===== src/rtl/hashed_timing_wheel_assert.svh =====
// Assertion macros for the timing wheel.
`ifndef HASHED_TIMING_WHEEL_ASSERT_SVH
`define HASHED_TIMING_WHEEL_ASSERT_SVH
// Same-cycle implication, disabled in reset.
`define HTW_ASSERT_SAME(lbl, ante, cons, msg) \
  lbl: assert property (@(posedge clk) disable iff (rst) (ante) |-> (cons)) \
    else $error(msg);
// Next-cycle implication, disabled in reset.
`define HTW_ASSERT_NEXT(lbl, ante, cons, msg) \
  lbl: assert property (@(posedge clk) disable iff (rst) (ante) |=> (cons)) \
    else $error(msg);
`endif


===== src/rtl/htw_pkg.sv =====
// Shared types and constants of the timing wheel.
package htw_pkg;
  localparam int MAX_SLOTS_DEF  = 256;
  localparam int NUM_TIMERS_DEF = 64;
  localparam int TICK_W = 16;
  localparam int SCNT_W = 9;
  localparam int ID_W   = 6;
  localparam int TIME_W = 32;
  localparam int DIV_W  = 32;

  localparam logic [TICK_W-1:0] TICK_RST = 16'd10;
  localparam logic [SCNT_W-1:0] SCNT_RST = 9'd256;

  localparam logic CFG_TICK  = 1'b0;
  localparam logic CFG_SLOTS = 1'b1;

  typedef enum logic [1:0] {
    MODE_REG   = 2'd0,
    MODE_UNREG = 2'd1,
    MODE_UPD   = 2'd2
  } mode_t;

  typedef enum logic [2:0] {
    ST_OK      = 3'd0,
    ST_RANGE   = 3'd1,
    ST_PENDING = 3'd2,
    ST_IDLE    = 3'd3,
    ST_EARLY   = 3'd4,
    ST_FIRED   = 3'd5
  } status_t;

  typedef enum logic [4:0] {
    S_CLEAR, S_IDLE, S_LOOKUP, S_CHECK, S_CSMOD, S_CSWAIT, S_OPDIV,
    S_RGDIV, S_RGSLOT, S_RGLNK, S_RGPRV,
    S_URRD, S_URFIX, S_URCLR,
    S_UPDIV, S_UPSLOT, S_UPHEAD, S_UPNODE, S_UPFIRE, S_UPEND,
    S_DONE
  } state_t;

  typedef struct packed {
    logic             start;
    logic [DIV_W-1:0] dividend;
    logic [DIV_W-1:0] divisor;
  } div_req_t;

  typedef struct packed {
    logic             done;
    logic [DIV_W-1:0] quot;
    logic [DIV_W-1:0] rem;
  } div_rsp_t;
endpackage


===== src/rtl/hashed_timing_wheel.sv =====
// Top level of the single-level hashed timing wheel.
// Usage:
//  - Input channel (in_valid/in_ready) carries mode, timer_id, now_ms and
//    timeout_ms. Mode register links a timer into a slot, unregister unlinks
//    it, update fires every slot passed since the last update.
//  - Output channel (out_valid/out_ready) returns status, fired_id,
//    fire_time and last; last marks the final result of one input.
//  - Config channel (cfg_valid/cfg_ready) writes tick_ms (index 0) and
//    slot_count (index 1); always ready, write only while idle.
//  - One item at a time: in_ready is high only while the sequencer is idle.
//    Register and update wait on the shared divider, and divide once more
//    when the current slot lies beyond a shrunk slot count. Update walks
//    every slot passed and emits one result per fired timer, or a single
//    one when none fires.
//  - Reset clears config to tick 10 / 256 slots and then runs a clearing
//    pass over max(MAX_SLOTS, NUM_TIMERS) entries of the list memories with
//    in_ready low.
//  - Results sit in an output register; when the receiver stalls, the walk
//    holds until the pending transfer is taken.
module hashed_timing_wheel #(
  parameter int MAX_SLOTS  = htw_pkg::MAX_SLOTS_DEF,
  parameter int NUM_TIMERS = htw_pkg::NUM_TIMERS_DEF
) (
  input  logic        clk,
  input  logic        rst,
  input  logic        in_valid,
  output logic        in_ready,
  input  logic [1:0]  mode,
  input  logic [5:0]  timer_id,
  input  logic [31:0] now_ms,
  input  logic [31:0] timeout_ms,
  output logic        out_valid,
  input  logic        out_ready,
  output logic [2:0]  status,
  output logic [5:0]  fired_id,
  output logic [31:0] fire_time,
  output logic        last,
  input  logic        cfg_valid,
  output logic        cfg_ready,
  input  logic        cfg_index,
  input  logic [15:0] cfg_data
);
  `include "hashed_timing_wheel_assert.svh"

  localparam int SW    = $clog2(MAX_SLOTS);     // slot index
  localparam int EW    = SW + 1;                // slot count / idle mark
  localparam int EW1   = EW + 1;                // wrap sums
  localparam int IW    = $clog2(NUM_TIMERS);    // timer index
  localparam int LW    = IW + 1;                // link with null
  localparam int CLR_N = (MAX_SLOTS > NUM_TIMERS) ? MAX_SLOTS : NUM_TIMERS;
  localparam int CW    = $clog2(CLR_N);

  localparam logic [LW-1:0] NIL       = LW'(NUM_TIMERS);
  localparam logic [EW-1:0] IDLE_SLOT = EW'(MAX_SLOTS);

  htw_pkg::state_t state, state_next;

  // configuration
  logic [htw_pkg::TICK_W-1:0] tick_cfg;
  logic [htw_pkg::SCNT_W-1:0] scnt_cfg;
  logic [htw_pkg::TICK_W-1:0] tick_eff;
  logic [EW-1:0]              slots_eff;

  // wheel state
  logic [SW-1:0] cur_slot;
  logic [31:0]   last_upd;

  // latched item and working registers
  htw_pkg::mode_t   r_mode;
  logic [IW-1:0]    r_id;
  logic             r_id_bad;
  logic [31:0]      r_now;
  logic [31:0]      base;      // now - last update
  logic [31:0]      tmo_x;     // max(timeout - tick, 0)
  logic [SW-1:0]    cs_mod;
  logic [SW-1:0]    n_reg;
  logic [SW-1:0]    tgt;
  logic [EW-1:0]    ts_val;
  logic [LW-1:0]    hd;
  logic [EW-1:0]    steps;
  logic [EW-1:0]    step_i;
  logic [SW-1:0]    walk_s;
  logic [LW-1:0]    cur;
  logic [IW-1:0]    pend_id;
  logic             have_pend;
  htw_pkg::status_t res_status;
  logic [CW-1:0]    clr_cnt;

  // memories
  logic          sh_we, nx_we, pv_we, ts_we;
  logic [SW-1:0] sh_waddr, sh_raddr;
  logic [IW-1:0] nx_waddr, nx_raddr, pv_waddr, pv_raddr, ts_waddr, ts_raddr;
  logic [LW-1:0] sh_wdata, sh_rdata, nx_wdata, nx_rdata, pv_wdata, pv_rdata;
  logic [EW-1:0] ts_wdata, ts_rdata;

  htw_pkg::div_req_t div_req;
  htw_pkg::div_rsp_t div_rsp;

  // result emission
  logic             out_free;
  logic             em;
  htw_pkg::status_t em_status;
  logic [IW-1:0]    em_id;
  logic [31:0]      em_time;
  logic             em_last;

  // derived values
  logic [EW-1:0]  tgt_sum, tgt_c, walk_inc;
  logic [EW1-1:0] fin_sum, fin_c;

  htw_ram #(.DEPTH(MAX_SLOTS), .WIDTH(LW)) u_head (
    .clk(clk), .we(sh_we), .waddr(sh_waddr), .wdata(sh_wdata),
    .raddr(sh_raddr), .rdata(sh_rdata)
  );
  htw_ram #(.DEPTH(NUM_TIMERS), .WIDTH(LW)) u_next (
    .clk(clk), .we(nx_we), .waddr(nx_waddr), .wdata(nx_wdata),
    .raddr(nx_raddr), .rdata(nx_rdata)
  );
  htw_ram #(.DEPTH(NUM_TIMERS), .WIDTH(LW)) u_prev (
    .clk(clk), .we(pv_we), .waddr(pv_waddr), .wdata(pv_wdata),
    .raddr(pv_raddr), .rdata(pv_rdata)
  );
  htw_ram #(.DEPTH(NUM_TIMERS), .WIDTH(EW)) u_tslot (
    .clk(clk), .we(ts_we), .waddr(ts_waddr), .wdata(ts_wdata),
    .raddr(ts_raddr), .rdata(ts_rdata)
  );

  htw_div u_div (.clk(clk), .rst(rst), .req(div_req), .rsp(div_rsp));

  // zero tick acts as one; slot count clamps to [1, MAX_SLOTS]
  assign tick_eff = (tick_cfg == '0) ? htw_pkg::TICK_W'(1) : tick_cfg;
  always_comb begin
    if (scnt_cfg == '0) begin
      slots_eff = EW'(1);
    end else if (32'(scnt_cfg) > 32'(MAX_SLOTS)) begin
      slots_eff = EW'(MAX_SLOTS);
    end else begin
      slots_eff = EW'(scnt_cfg);
    end
  end

  // slot for a register: (cs_mod + n) mod slots, both operands below slots
  assign tgt_sum  = EW'(cs_mod) + EW'(n_reg);
  assign tgt_c    = (tgt_sum >= slots_eff) ? tgt_sum - slots_eff : tgt_sum;
  assign walk_inc = EW'(walk_s) + EW'(1);
  assign fin_sum  = EW1'(cs_mod) + EW1'(steps);
  assign fin_c    = (fin_sum >= EW1'(slots_eff)) ? fin_sum - EW1'(slots_eff) : fin_sum;

  assign out_free  = !out_valid || out_ready;
  assign in_ready  = (state == htw_pkg::S_IDLE);
  assign cfg_ready = 1'b1;

  always_ff @(posedge clk) begin
    if (rst) begin
      state <= htw_pkg::S_CLEAR;
    end else begin
      state <= state_next;
    end
  end

  // next state, memory controls, divider requests, emission
  always_comb begin
    state_next = state;
    sh_we = 1'b0; sh_waddr = '0; sh_wdata = NIL; sh_raddr = '0;
    nx_we = 1'b0; nx_waddr = '0; nx_wdata = NIL; nx_raddr = '0;
    pv_we = 1'b0; pv_waddr = '0; pv_wdata = NIL; pv_raddr = '0;
    ts_we = 1'b0; ts_waddr = '0; ts_wdata = IDLE_SLOT; ts_raddr = '0;
    div_req.start    = 1'b0;
    div_req.dividend = '0;
    div_req.divisor  = '0;
    em        = 1'b0;
    em_status = htw_pkg::ST_OK;
    em_id     = '0;
    em_time   = '0;
    em_last   = 1'b1;
    case (state)
      htw_pkg::S_CLEAR: begin
        sh_we    = (32'(clr_cnt) < 32'(MAX_SLOTS));
        sh_waddr = clr_cnt[SW-1:0];
        nx_we    = (32'(clr_cnt) < 32'(NUM_TIMERS));
        nx_waddr = clr_cnt[IW-1:0];
        pv_we    = nx_we;
        pv_waddr = clr_cnt[IW-1:0];
        ts_we    = nx_we;
        ts_waddr = clr_cnt[IW-1:0];
        if (clr_cnt == CW'(CLR_N - 1)) begin
          state_next = htw_pkg::S_IDLE;
        end
      end
      htw_pkg::S_IDLE: begin
        if (in_valid) begin
          state_next = htw_pkg::S_LOOKUP;
        end
      end
      htw_pkg::S_LOOKUP: begin
        ts_raddr = r_id;
        case (r_mode)
          htw_pkg::MODE_REG, htw_pkg::MODE_UNREG: begin
            state_next = r_id_bad ? htw_pkg::S_DONE : htw_pkg::S_CHECK;
          end
          htw_pkg::MODE_UPD: begin
            state_next = (base < 32'(tick_eff)) ? htw_pkg::S_DONE : htw_pkg::S_CSMOD;
          end
          default: state_next = htw_pkg::S_DONE;
        endcase
      end
      htw_pkg::S_CHECK: begin
        if (r_mode == htw_pkg::MODE_REG) begin
          state_next = (ts_rdata != IDLE_SLOT) ? htw_pkg::S_DONE : htw_pkg::S_CSMOD;
        end else begin
          state_next = (ts_rdata >= IDLE_SLOT) ? htw_pkg::S_DONE : htw_pkg::S_URRD;
        end
      end
      htw_pkg::S_CSMOD: begin
        // current slot may lie beyond a shrunk slot count
        if (EW'(cur_slot) < slots_eff) begin
          state_next = htw_pkg::S_OPDIV;
        end else begin
          div_req.start    = 1'b1;
          div_req.dividend = 32'(cur_slot);
          div_req.divisor  = 32'(slots_eff);
          state_next       = htw_pkg::S_CSWAIT;
        end
      end
      htw_pkg::S_CSWAIT: begin
        if (div_rsp.done) begin
          state_next = htw_pkg::S_OPDIV;
        end
      end
      htw_pkg::S_OPDIV: begin
        div_req.start    = 1'b1;
        div_req.dividend = (r_mode == htw_pkg::MODE_REG) ? base + tmo_x : base;
        div_req.divisor  = 32'(tick_eff);
        state_next = (r_mode == htw_pkg::MODE_REG) ? htw_pkg::S_RGDIV : htw_pkg::S_UPDIV;
      end
      htw_pkg::S_RGDIV: begin
        if (div_rsp.done) begin
          state_next = (div_rsp.quot >= 32'(slots_eff)) ? htw_pkg::S_DONE
                                                         : htw_pkg::S_RGSLOT;
        end
      end
      htw_pkg::S_RGSLOT: begin
        sh_raddr   = tgt_c[SW-1:0];
        state_next = htw_pkg::S_RGLNK;
      end
      htw_pkg::S_RGLNK: begin
        // new timer becomes the list head
        nx_we    = 1'b1; nx_waddr = r_id; nx_wdata = sh_rdata;
        pv_we    = 1'b1; pv_waddr = r_id; pv_wdata = NIL;
        sh_we    = 1'b1; sh_waddr = tgt;  sh_wdata = LW'(r_id);
        ts_we    = 1'b1; ts_waddr = r_id; ts_wdata = EW'(tgt);
        state_next = htw_pkg::S_RGPRV;
      end
      htw_pkg::S_RGPRV: begin
        pv_we      = (hd != NIL);
        pv_waddr   = hd[IW-1:0];
        pv_wdata   = LW'(r_id);
        state_next = htw_pkg::S_DONE;
      end
      htw_pkg::S_URRD: begin
        nx_raddr   = r_id;
        pv_raddr   = r_id;
        state_next = htw_pkg::S_URFIX;
      end
      htw_pkg::S_URFIX: begin
        if (pv_rdata != NIL) begin
          nx_we = 1'b1; nx_waddr = pv_rdata[IW-1:0]; nx_wdata = nx_rdata;
        end else begin
          sh_we = 1'b1; sh_waddr = ts_val[SW-1:0]; sh_wdata = nx_rdata;
        end
        pv_we      = (nx_rdata != NIL);
        pv_waddr   = nx_rdata[IW-1:0];
        pv_wdata   = pv_rdata;
        state_next = htw_pkg::S_URCLR;
      end
      htw_pkg::S_URCLR: begin
        nx_we = 1'b1; nx_waddr = r_id;
        pv_we = 1'b1; pv_waddr = r_id;
        ts_we = 1'b1; ts_waddr = r_id;
        state_next = htw_pkg::S_DONE;
      end
      htw_pkg::S_UPDIV: begin
        if (div_rsp.done) begin
          state_next = htw_pkg::S_UPSLOT;
        end
      end
      htw_pkg::S_UPSLOT: begin
        sh_raddr   = walk_s;
        state_next = (step_i == steps) ? htw_pkg::S_UPEND : htw_pkg::S_UPHEAD;
      end
      htw_pkg::S_UPHEAD: begin
        sh_we      = 1'b1;
        sh_waddr   = walk_s;
        state_next = htw_pkg::S_UPNODE;
      end
      htw_pkg::S_UPNODE: begin
        nx_raddr   = cur[IW-1:0];
        state_next = (cur == NIL) ? htw_pkg::S_UPSLOT : htw_pkg::S_UPFIRE;
      end
      htw_pkg::S_UPFIRE: begin
        // one result is held back so that the final one can carry last
        nx_raddr = cur[IW-1:0];
        if (!have_pend || out_free) begin
          nx_we = 1'b1; nx_waddr = cur[IW-1:0];
          pv_we = 1'b1; pv_waddr = cur[IW-1:0];
          ts_we = 1'b1; ts_waddr = cur[IW-1:0];
          em        = have_pend;
          em_status = htw_pkg::ST_FIRED;
          em_id     = pend_id;
          em_time   = r_now;
          em_last   = 1'b0;
          state_next = htw_pkg::S_UPNODE;
        end
      end
      htw_pkg::S_UPEND: begin
        if (out_free) begin
          em = 1'b1;
          if (have_pend) begin
            em_status = htw_pkg::ST_FIRED;
            em_id     = pend_id;
            em_time   = r_now;
          end
          state_next = htw_pkg::S_IDLE;
        end
      end
      htw_pkg::S_DONE: begin
        if (out_free) begin
          em         = 1'b1;
          em_status  = res_status;
          state_next = htw_pkg::S_IDLE;
        end
      end
      default: state_next = htw_pkg::S_IDLE;
    endcase
  end

  // control registers
  always_ff @(posedge clk) begin
    if (rst) begin
      tick_cfg  <= htw_pkg::TICK_RST;
      scnt_cfg  <= htw_pkg::SCNT_RST;
      cur_slot  <= '0;
      last_upd  <= '0;
      have_pend <= 1'b0;
      clr_cnt   <= '0;
      out_valid <= 1'b0;
    end else begin
      if (cfg_valid) begin
        if (cfg_index == htw_pkg::CFG_TICK) begin
          tick_cfg <= cfg_data;
        end else begin
          scnt_cfg <= cfg_data[htw_pkg::SCNT_W-1:0];
        end
      end
      if (state == htw_pkg::S_CLEAR) begin
        clr_cnt <= clr_cnt + 1'b1;
      end
      if (state == htw_pkg::S_UPFIRE && (!have_pend || out_free)) begin
        have_pend <= 1'b1;
      end
      if (state == htw_pkg::S_UPEND && out_free) begin
        have_pend <= 1'b0;
        cur_slot  <= fin_c[SW-1:0];
        last_upd  <= r_now;
      end
      if (em) begin
        out_valid <= 1'b1;
      end else if (out_ready) begin
        out_valid <= 1'b0;
      end
    end
  end

  // datapath registers
  always_ff @(posedge clk) begin
    if (em) begin
      status    <= em_status;
      fired_id  <= htw_pkg::ID_W'(em_id);
      fire_time <= em_time;
      last      <= em_last;
    end
    case (state)
      htw_pkg::S_IDLE: begin
        r_mode   <= htw_pkg::mode_t'(mode);
        r_id     <= timer_id[IW-1:0];
        r_id_bad <= (32'(timer_id) >= 32'(NUM_TIMERS));
        r_now    <= now_ms;
        base     <= now_ms - last_upd;
        tmo_x    <= (timeout_ms < 32'(tick_eff)) ? 32'd0 : timeout_ms - 32'(tick_eff);
      end
      htw_pkg::S_LOOKUP: begin
        if (r_mode == htw_pkg::MODE_UPD) begin
          res_status <= htw_pkg::ST_EARLY;
        end else begin
          res_status <= htw_pkg::ST_RANGE;
        end
      end
      htw_pkg::S_CHECK: begin
        ts_val <= ts_rdata;
        res_status <= (r_mode == htw_pkg::MODE_REG) ? htw_pkg::ST_PENDING
                                                    : htw_pkg::ST_IDLE;
      end
      htw_pkg::S_CSMOD: begin
        cs_mod <= cur_slot;
      end
      htw_pkg::S_CSWAIT: begin
        if (div_rsp.done) begin
          cs_mod <= div_rsp.rem[SW-1:0];
        end
      end
      htw_pkg::S_RGDIV: begin
        res_status <= htw_pkg::ST_RANGE;
        n_reg      <= div_rsp.quot[SW-1:0];
      end
      htw_pkg::S_RGSLOT: begin
        tgt <= tgt_c[SW-1:0];
      end
      htw_pkg::S_RGLNK: begin
        hd         <= sh_rdata;
        res_status <= htw_pkg::ST_OK;
      end
      htw_pkg::S_URFIX: begin
        res_status <= htw_pkg::ST_OK;
      end
      htw_pkg::S_UPDIV: begin
        steps  <= (div_rsp.quot > 32'(slots_eff)) ? slots_eff : EW'(div_rsp.quot);
        step_i <= '0;
        walk_s <= cs_mod;
      end
      htw_pkg::S_UPHEAD: begin
        cur    <= sh_rdata;
        step_i <= step_i + 1'b1;
        walk_s <= (walk_inc == slots_eff) ? '0 : walk_inc[SW-1:0];
      end
      htw_pkg::S_UPFIRE: begin
        if (!have_pend || out_free) begin
          pend_id <= cur[IW-1:0];
          cur     <= nx_rdata;
        end
      end
      default: begin
      end
    endcase
  end

  // one item in flight: the sequencer leaves idle on every transfer
  `HTW_ASSERT_NEXT(a_one_item, in_valid && in_ready, !in_ready,
    "input taken while an item is in flight")
  // divider results only arrive while the sequencer waits for them
  `HTW_ASSERT_SAME(a_div_owner, div_rsp.done,
    state == htw_pkg::S_CSWAIT || state == htw_pkg::S_RGDIV || state == htw_pkg::S_UPDIV,
    "divider done outside a wait state")
  // walk pointer stays inside the active slots
  `HTW_ASSERT_SAME(a_walk_range, state == htw_pkg::S_UPHEAD, EW'(walk_s) < slots_eff,
    "walk slot beyond slot count")
  // fired results name a real timer
  `HTW_ASSERT_SAME(a_fired_id, out_valid && status == htw_pkg::ST_FIRED,
    32'(fired_id) < 32'(NUM_TIMERS), "fired id beyond timer table")
endmodule


===== src/rtl/htw_ram.sv =====
// Single-port-write, single-port-read RAM with registered read data.
module htw_ram #(
  parameter int DEPTH = 64,
  parameter int WIDTH = 7
) (
  input  logic                     clk,
  input  logic                     we,
  input  logic [$clog2(DEPTH)-1:0] waddr,
  input  logic [WIDTH-1:0]         wdata,
  input  logic [$clog2(DEPTH)-1:0] raddr,
  output logic [WIDTH-1:0]         rdata
);
  logic [WIDTH-1:0] mem [DEPTH];

  always_ff @(posedge clk) begin
    if (we) begin
      mem[waddr] <= wdata;
    end
  end

  always_ff @(posedge clk) begin
    rdata <= mem[raddr];
  end
endmodule


===== src/rtl/htw_div.sv =====
// Iterative restoring divider, one quotient bit per cycle.
module htw_div (
  input  logic              clk,
  input  logic              rst,
  input  htw_pkg::div_req_t req,
  output htw_pkg::div_rsp_t rsp
);
  localparam int CNT_W = $clog2(htw_pkg::DIV_W);

  logic                      busy;
  logic                      done;
  logic [CNT_W-1:0]          cnt;
  logic [htw_pkg::DIV_W-1:0] quot;
  logic [htw_pkg::DIV_W-1:0] rem;
  logic [htw_pkg::DIV_W-1:0] dvs;
  logic [htw_pkg::DIV_W:0]   sh;
  logic [htw_pkg::DIV_W:0]   diff;
  logic                      ge;

  always_comb begin
    sh   = {rem, quot[htw_pkg::DIV_W-1]};
    diff = sh - {1'b0, dvs};
    ge   = (sh >= {1'b0, dvs});
  end

  always_ff @(posedge clk) begin
    if (rst) begin
      busy <= 1'b0;
      done <= 1'b0;
      cnt  <= '0;
    end else begin
      done <= 1'b0;
      if (busy) begin
        cnt <= cnt + 1'b1;
        if (cnt == CNT_W'(htw_pkg::DIV_W - 1)) begin
          busy <= 1'b0;
          done <= 1'b1;
        end
      end else if (req.start) begin
        busy <= 1'b1;
        cnt  <= '0;
      end
    end
  end

  always_ff @(posedge clk) begin
    if (busy) begin
      rem  <= ge ? diff[htw_pkg::DIV_W-1:0] : sh[htw_pkg::DIV_W-1:0];
      quot <= {quot[htw_pkg::DIV_W-2:0], ge};
    end else if (req.start) begin
      rem  <= '0;
      quot <= req.dividend;
      dvs  <= req.divisor;
    end
  end

  assign rsp.done = done;
  assign rsp.quot = quot;
  assign rsp.rem  = rem;
endmodule


===== config.mk =====
export PLATFORM = sky130hd
export DESIGN_NAME = hashed_timing_wheel
export DESIGN_NICKNAME = d
export VERILOG_FILES = /design/src/rtl/htw_pkg.sv /design/src/rtl/hashed_timing_wheel.sv /design/src/rtl/htw_ram.sv /design/src/rtl/htw_div.sv
export VERILOG_INCLUDE_DIRS = /design/src /design/src/rtl
export SDC_FILE = /design/constraint.sdc
export NUM_CORES = 2
export LEC_CHECK = 0
export ABC_AREA = 1
export BUFFER_PORTS_ARGS = -buffer_cell sky130_fd_sc_hd__buf_4
export CAP_MARGIN = 20
export CORE_MARGIN = 2
export CORE_UTILIZATION = 23
export DETAILED_ROUTE_END_ITERATION = 10
export REMOVE_ABC_BUFFERS = 1
export SYNTH_ARGS = -nofsm -noshare
export SYNTH_HDL_FRONTEND = slang
export SYNTH_SLANG_ARGS = --single-unit

===== constraint.sdc =====
create_clock -name clk -period 13.35 [get_ports clk]
set_input_delay 2.67 -clock clk [delete_from_list [all_inputs] [get_ports clk]]
set_output_delay 2.67 -clock clk [all_outputs]
set_load 0.02 [all_outputs]

Yosys cells after proc, flatten, opt, wreduce, memory -nomap -nowiden
Memory sizes are Yosys's and may differ from the RTL's. A register that Yosys moved wholly into a read port is not among the register bits.
Cells that the tools add are included.
Word-level totals
  register bits: 410
  bits in latches: 0
  bits in writable memories: 3264
  ROM bits: 0
  input bits: 94
  word-level logic and storage cells: 232
  memories: 4
Memories
  u_head.mem: depth 256, width 7, rd ports 1, clocked after Yosys merged registers in 1, wr ports 1, line htw_ram.sv:13  | logic [WIDTH-1:0] mem [DEPTH];
  u_tslot.mem: depth 64, width 9, rd ports 1, clocked after Yosys merged registers in 1, wr ports 1, line htw_ram.sv:13
  u_next.mem: depth 64, width 7, rd ports 1, clocked after Yosys merged registers in 1, wr ports 1, line htw_ram.sv:13
  u_prev.mem: depth 64, width 7, rd ports 1, clocked after Yosys merged registers in 1, wr ports 1, line htw_ram.sv:13
Cells by class
  add/subtract/negate cells: 12
  multiply operators: 0
  div/mod/pow operators: 0
  $lt $le $gt $ge: 11
  equality and inequality tests: 38
  shift-type cells: 0
  muxes and demuxes: 99
  bitwise operators: 2
  reduce and logical (&&, ||, !) cells: 32
Operators with widths (number)
  32-bit two-way mux: 9
  65-bit case mux with 2 select lines: 1
  5-bit case mux with 19 select lines: 1
  5-bit two-way mux: 15
  65-bit two-way mux: 1
  32-bit by 16-bit less-than comparator with 1-bit output: 2
  32-bit case mux with 2 select lines: 1
  32-bit subtractor: 2
  7-bit case mux with 2 select lines: 4
  8-bit case mux with 2 select lines: 3
  6-bit two-way mux: 7
  5-bit by 4-bit == test with 1-bit output (second input constant): 8
  8-bit two-way mux: 5
  9-bit two-way mux: 4
  33-bit by 32-bit greater-or-equal comparator with 1-bit output: 1
  32-bit adder: 1
  32-bit by 9-bit greater-or-equal comparator with 1-bit output: 1
  32-bit by 9-bit > comparator with 1-bit output: 1
  8-bit case mux with 4 select lines: 1
  32-bit by 16-bit subtractor with 32-bit output: 1
  5-bit == test (second input constant): 6
  6-bit case mux with 5 select lines: 1
  6-bit case mux with 2 select lines: 2
  6-bit case mux with 4 select lines: 1
  54 further kinds: 115

Longest topological paths before layout
  word-level depth: 8
  gate-level depth with buffers: 32
  gate-level depth less buffers: 30

Modules after synthesis
Synthesis repeated with hierarchy kept, for this count alone.
Unflattened totals
  cell total of the unflattened synthesis: 14859
  area total of the unflattened synthesis: 161316.0 um2
By module, submodules not included
  htw_ram at u_head: instances 1, cells each 6218, area each 73269.0 um2, seq. area each 53951.7 um2
  htw_ram at u_next ...: instances 2, cells each 1590, area each 18545.3 um2, seq. area each 13593.0 um2
  htw_ram at u_tslot: instances 1, cells each 2016, area each 23799.1 um2, seq. area each 17476.8 um2
  hashed_timing_wheel: instances 1, cells each 2463, area each 20071.8 um2, seq. area each 8418.1 um2
  htw_div: instances 1, cells each 982, area each 7085.5 um2, seq. area each 3022.9 um2

Worst setup path after synthesis
Ideal clock, no wire load.
  kind: register -> register
  start: register state[0]
  end: memory u_head.mem[0][5] (data pin)
  setup time: 1586 ps
  arrival: 8790 ps
  required time: 11764 ps
  setup slack: 2974 ps
  stages on the path, launching flop included: 11
  path buffers: 2
  clock period less this slack: 10376 ps
  path through: dfxtp_1 -> inv_1 -> nor2_1 -> inv_2 -> nor2_1 -> inv_2 -> nor2_4 -> inv_2 -> buf_2 -> clkbuf_1 -> o22ai_1
On the way
  cells in the longest elaborated chain, start to end: 2
Ends and longest elaborated chain
  start, declared: line hashed_timing_wheel.sv:56  | htw_pkg::state_t state, state_next;
  start signal, assigned: line hashed_timing_wheel.sv:155  | state <= htw_pkg::S_CLEAR;
  start signal, assigned: line hashed_timing_wheel.sv:157  | state <= state_next;
  5-bit by 4-bit == test with 1-bit output: line hashed_timing_wheel.sv:176  | case (state)
  7-bit case mux with 2 select lines *: line hashed_timing_wheel.sv:176
  via sh_wdata[5]: line hashed_timing_wheel.sv:93  | logic [LW-1:0] sh_wdata, sh_rdata, nx_wdata, nx_rdata, pv_wdata, pv_rdata;
  end, declared: line htw_ram.sv:13
Mark *: on every way through the listed nets, which the timed path passes. The rest lies on a longest branch.

Worst setup path in the final report
  start: register cs_mod[0]
  end: register u_head.rdata[3] (read register of u_head.mem)
On the way
  cells in the longest elaborated chain, start to end: 4
Ends and longest elaborated chain
  start, declared: line hashed_timing_wheel.sv:75  | logic [SW-1:0] cs_mod;
  start signal, assigned: line hashed_timing_wheel.sv:404  | cs_mod <= cur_slot;
  start signal, assigned: line hashed_timing_wheel.sv:408  | cs_mod <= div_rsp.rem[SW-1:0];
  8-bit by 8-bit adder with 9-bit output *: line hashed_timing_wheel.sv:143  | assign tgt_sum = EW'(cs_mod) + EW'(n_reg);
  8-bit subtractor or 9-bit greater-or-equal comparator (tied branches): line hashed_timing_wheel.sv:144  | assign tgt_c = (tgt_sum >= slots_eff) ? tgt_sum - slots_eff : tgt_sum;
  8-bit two-way mux *: line hashed_timing_wheel.sv:144
  8-bit case mux with 2 select lines *: line hashed_timing_wheel.sv:176
  end, declared: line htw_ram.sv:11  | output logic [WIDTH-1:0] rdata
Every way passes the cells marked *; elsewhere a longest branch is shown, timed or not.
A chain may end at the register's enable or synchronous reset.

==> impl_metrics.ini <==
[clocking]
cts_setup_buffers = 0
cts_hold_buf = 0
htree_num_levels = 5
tritoncts = yes
cts_buffers = 382
clkLatencyLatePin_ns = 1.01
clockRootBuffer = clkbuf_16
cts_sinks = 3688
cts.repair.resized = 0
clk_pin_slew_worst_paths_ns = 0.07
clk_path_buf_depth = 4

[global_route]
grt_overflow = 0
grt_pass1_vias = 104000
busiest_layer = met2
grtUsageMet3_pct = 1.75
grt_start_max_net_pins = 223
grtUsageTotal_pct = 12.2
grt_pass1_wl_um = 673000
met2_usage_pct = 19.9
use_met1_pct = 16.5
antenna_found_initial = 18

[cells_and_area]
area_growth_pct = 14.8
top_regs = u_head.mem (1792), u_tslot.mem (576)
nNetsFinal = 14400
top_register = u_head.mem
instances_no_fill = 23700
drive_above_1_share_pct = 7.27
multi_input_area_um2 = 43600
fill_cells = 72300
seqCellArea_um2 = 110000
utilization_pct = 26.5
largest_reg_flops = 1792

[job]
max_cap_violations = 0

[critical_path]
crit_slowest_cell = buf_4
worst_path_most_repeated_cell = nand3_1
crit_path_start = cs_mod[0]
max_stage_delay_ns = 0.87
crit_fanout = 193
critPathLaunchType = flop
path_class = flop to flop
end_kind = flop
cp.required_ns = 14.24
cp.arrival_ns = 8.68
r2r_setup_slack_ns = 5.56
reg2reg_from = cs_mod[0]

[synthesis]
ys_ff_latch = 3688
yosysWarnings = 0
async_flop_share_pct = 0
ys_seq_area_share_pct = 68.0
synth_top_area_share_pct = 66.6
synth.area.top_cells = edfxtp_1 (67%), nand2_1 (5.9%), nand3_1 (5.5%)
synth_area_um2 = 161000
synthFlopType = edfxtp_1
synth_top_cell_by_area = edfxtp_1
synth-edff-count = 3571
syn_inst = 14200
yosysUniqueCellTypes = 68
avgSynthCellArea_um2 = 11.3

[route]
vias = 109000
viasPerCell = 4.59
drt_wl_total_um = 453000
drtPass1Iterations = 6
drc_errors = 0
drt_iter0_drc = 12100
wl_per_cell_um = 19.1
antenna_left = 0

[floorplan]
fp.dieArea_um2 = 707000
coreArea_um2 = 698000
rows = 307
floorplan.initialDensity_pct = 23.1
io_pins = 139
fp.dieH_um = 841
die_w_um = 841

[timing]
final.period_utilization_pct = 58.3
rsz0062_at_grt = no
finalWorstSetupSlack_ns = 5.56
skew_ns = 0.0865
finalCriticalPeriod_ns = 7.79
slew_headroom_pct = 16.9
slew_viol_final = 0
hold_viol = 0
max_slew.worst_pin.slew_ns = 1.25
fmax_mhz = 128
finalSetupViolations = 0

[placement]
dp.cells = 23000
port-buffer-count = 137
hpwlAfterDp_um = 259000
gp_congestion = 0.857
place_ws_ns = 5.67

[worst_hold_path]
holdCritStartpoint = u_tslot.rdata[5]
min_path_type = flop to flop

[power_and_ir_drop]
max-vdd-ir-drop_mv = 0.116
leakagePower_nw = 62.2
powerDensity_nw_per_um2 = 136

[status]
status = finished clean
[per-layer routing]
metal,part of all wire (%),vias up,routed length [µm]
met1,42,53500,192000
li1,-,50200,-
met2,47,4228,212000
met3,7.3,768,33000
met4,3.4,8,15200
met5,0.011,-,50
[logic make-up (layout without fill, tap and decap cells)]
group                    count (synthesis)  in the layout  share of synthesized area (%)
adder cells (fa/ha/maj)                172            172                           1.37
XOR/XNOR                               111            111                          0.604
buffers and inverters                 2142           2317                           5.26
flip-flops                            3688           3688                           68.0
AND/OR/NAND/NOR                       6075           6075                           17.1
other                                    1              6                        0.00233
AO/OA/AOI/OAI                         2029           2029                           7.63
multiplexers                             4              4                         0.0249
[through the flow]
stage                     TNS (ns)  instance area [µm²]  hold WS (ns)  power (mW)
after floorplan            -277.54               157000         0.408        13.9
after global placement           0               172000         0.418        14.6
after detailed placement         0               172000         0.419        14.6
after CTS                        0               185000         0.396        25.3
after global routing             0               185000         0.399        25.9
final                            0               185000         0.397        25.2
[Yosys cell counts (all sizes together) (6+ instances only)]
cell type  count
edfxtp      3571
nand2       2552
nand3       1783
inv         1296
nor2        1076
o21ai        636
a21oi        514
nand3b       497
clkbuf       466
buf          371
o22ai        290
ha           164
a211oi       152
o211ai       135
dfxtp        117
xor2          74
o22a          72
o221ai        70
a311oi        56
nor3          56
nor4          49
nand4         41
xnor2         37
a31oi         18
o21bai        17
or2           11
a21o          10
o21a          10
clkinv         9
o31ai          9
fa             8
a21boi         7
a221oi         6
[path summary, 6_finish.rpt]
kind / cells after the start / endpoint
max: 30 / u_head.rdata[3]
min: 0 / ts_val[5]
max reg2reg: 30 / u_head.rdata[3]
min reg2reg: 0 / ts_val[5]
[worst max-delay path, delay by kind of cell (launching register included)]
family,cells,cell delay (ns)
AO/OA/AOI/OAI,4,0.57
XOR/XNOR,1,0.15
adder cells (fa/ha/maj),3,1.02
buffers and inverters,4,2.13
flip-flops,1,0.42
AND/OR/NAND/NOR,18,3.03
[layout make-up]
class | instances | area share (%)
Antenna cell | 5 | 0.00676
Clock buffer | 469 | 5.49
Clock inverter | 228 | 1.30
Inverter | 1305 | 2.67
Multi-Input combinational cell | 8392 | 23.6
Sequential cell | 3688 | 59.2
Tap cell | 9270 | 6.27
Timing Repair Buffer | 315 | 1.43
[power breakdown]
group | leakage, nW | internal [mW] | switching, mW
clock network | 6.11 | 6.13 | 4.67
registers | 30.9 | 12.8 | 0.156
logic | 25.3 | 0.369 | 1.10
[cells in the final DEF (no fill, tap or decap), types with 13 or more instances in the layout]
cell type   Yosys  routed
a211oi_1      152     152
a21oi_1       512     507
a311oi_1       56      56
a31oi_1        18      18
buf_12          0      20
buf_4          15     291
bufinv_16       0      36
clkbuf_1      466      70
clkbuf_16       0     390
clkinv_1        9      89
clkinv_2        0      66
clkinvlp_4      0      13
dfxtp_1       117     116
edfxtp_1     3571    3571
ha_1          164     164
inv_1        1257    1253
inv_2          39      32
nand2_1      2535    2524
nand2_2        16      23
nand3_1      1781    1781
nand3b_1      497     497
nand4_1        41      41
nor2_1       1043    1030
nor2_2         19      18
nor2_4         14      28
nor3_1         55      55
nor4_1         48      33
nor4_2          0      15
o211ai_1      135     135
o21ai_0       608     597
o21ai_1        25      23
o21ai_4         0      14
o21bai_1       17      16
o221ai_1       70      69
o22a_1         72      72
o22ai_1       290     282
xnor2_1        37      37
xor2_1         74      74
No activity file was read; power rests on OpenSTA's default activity.
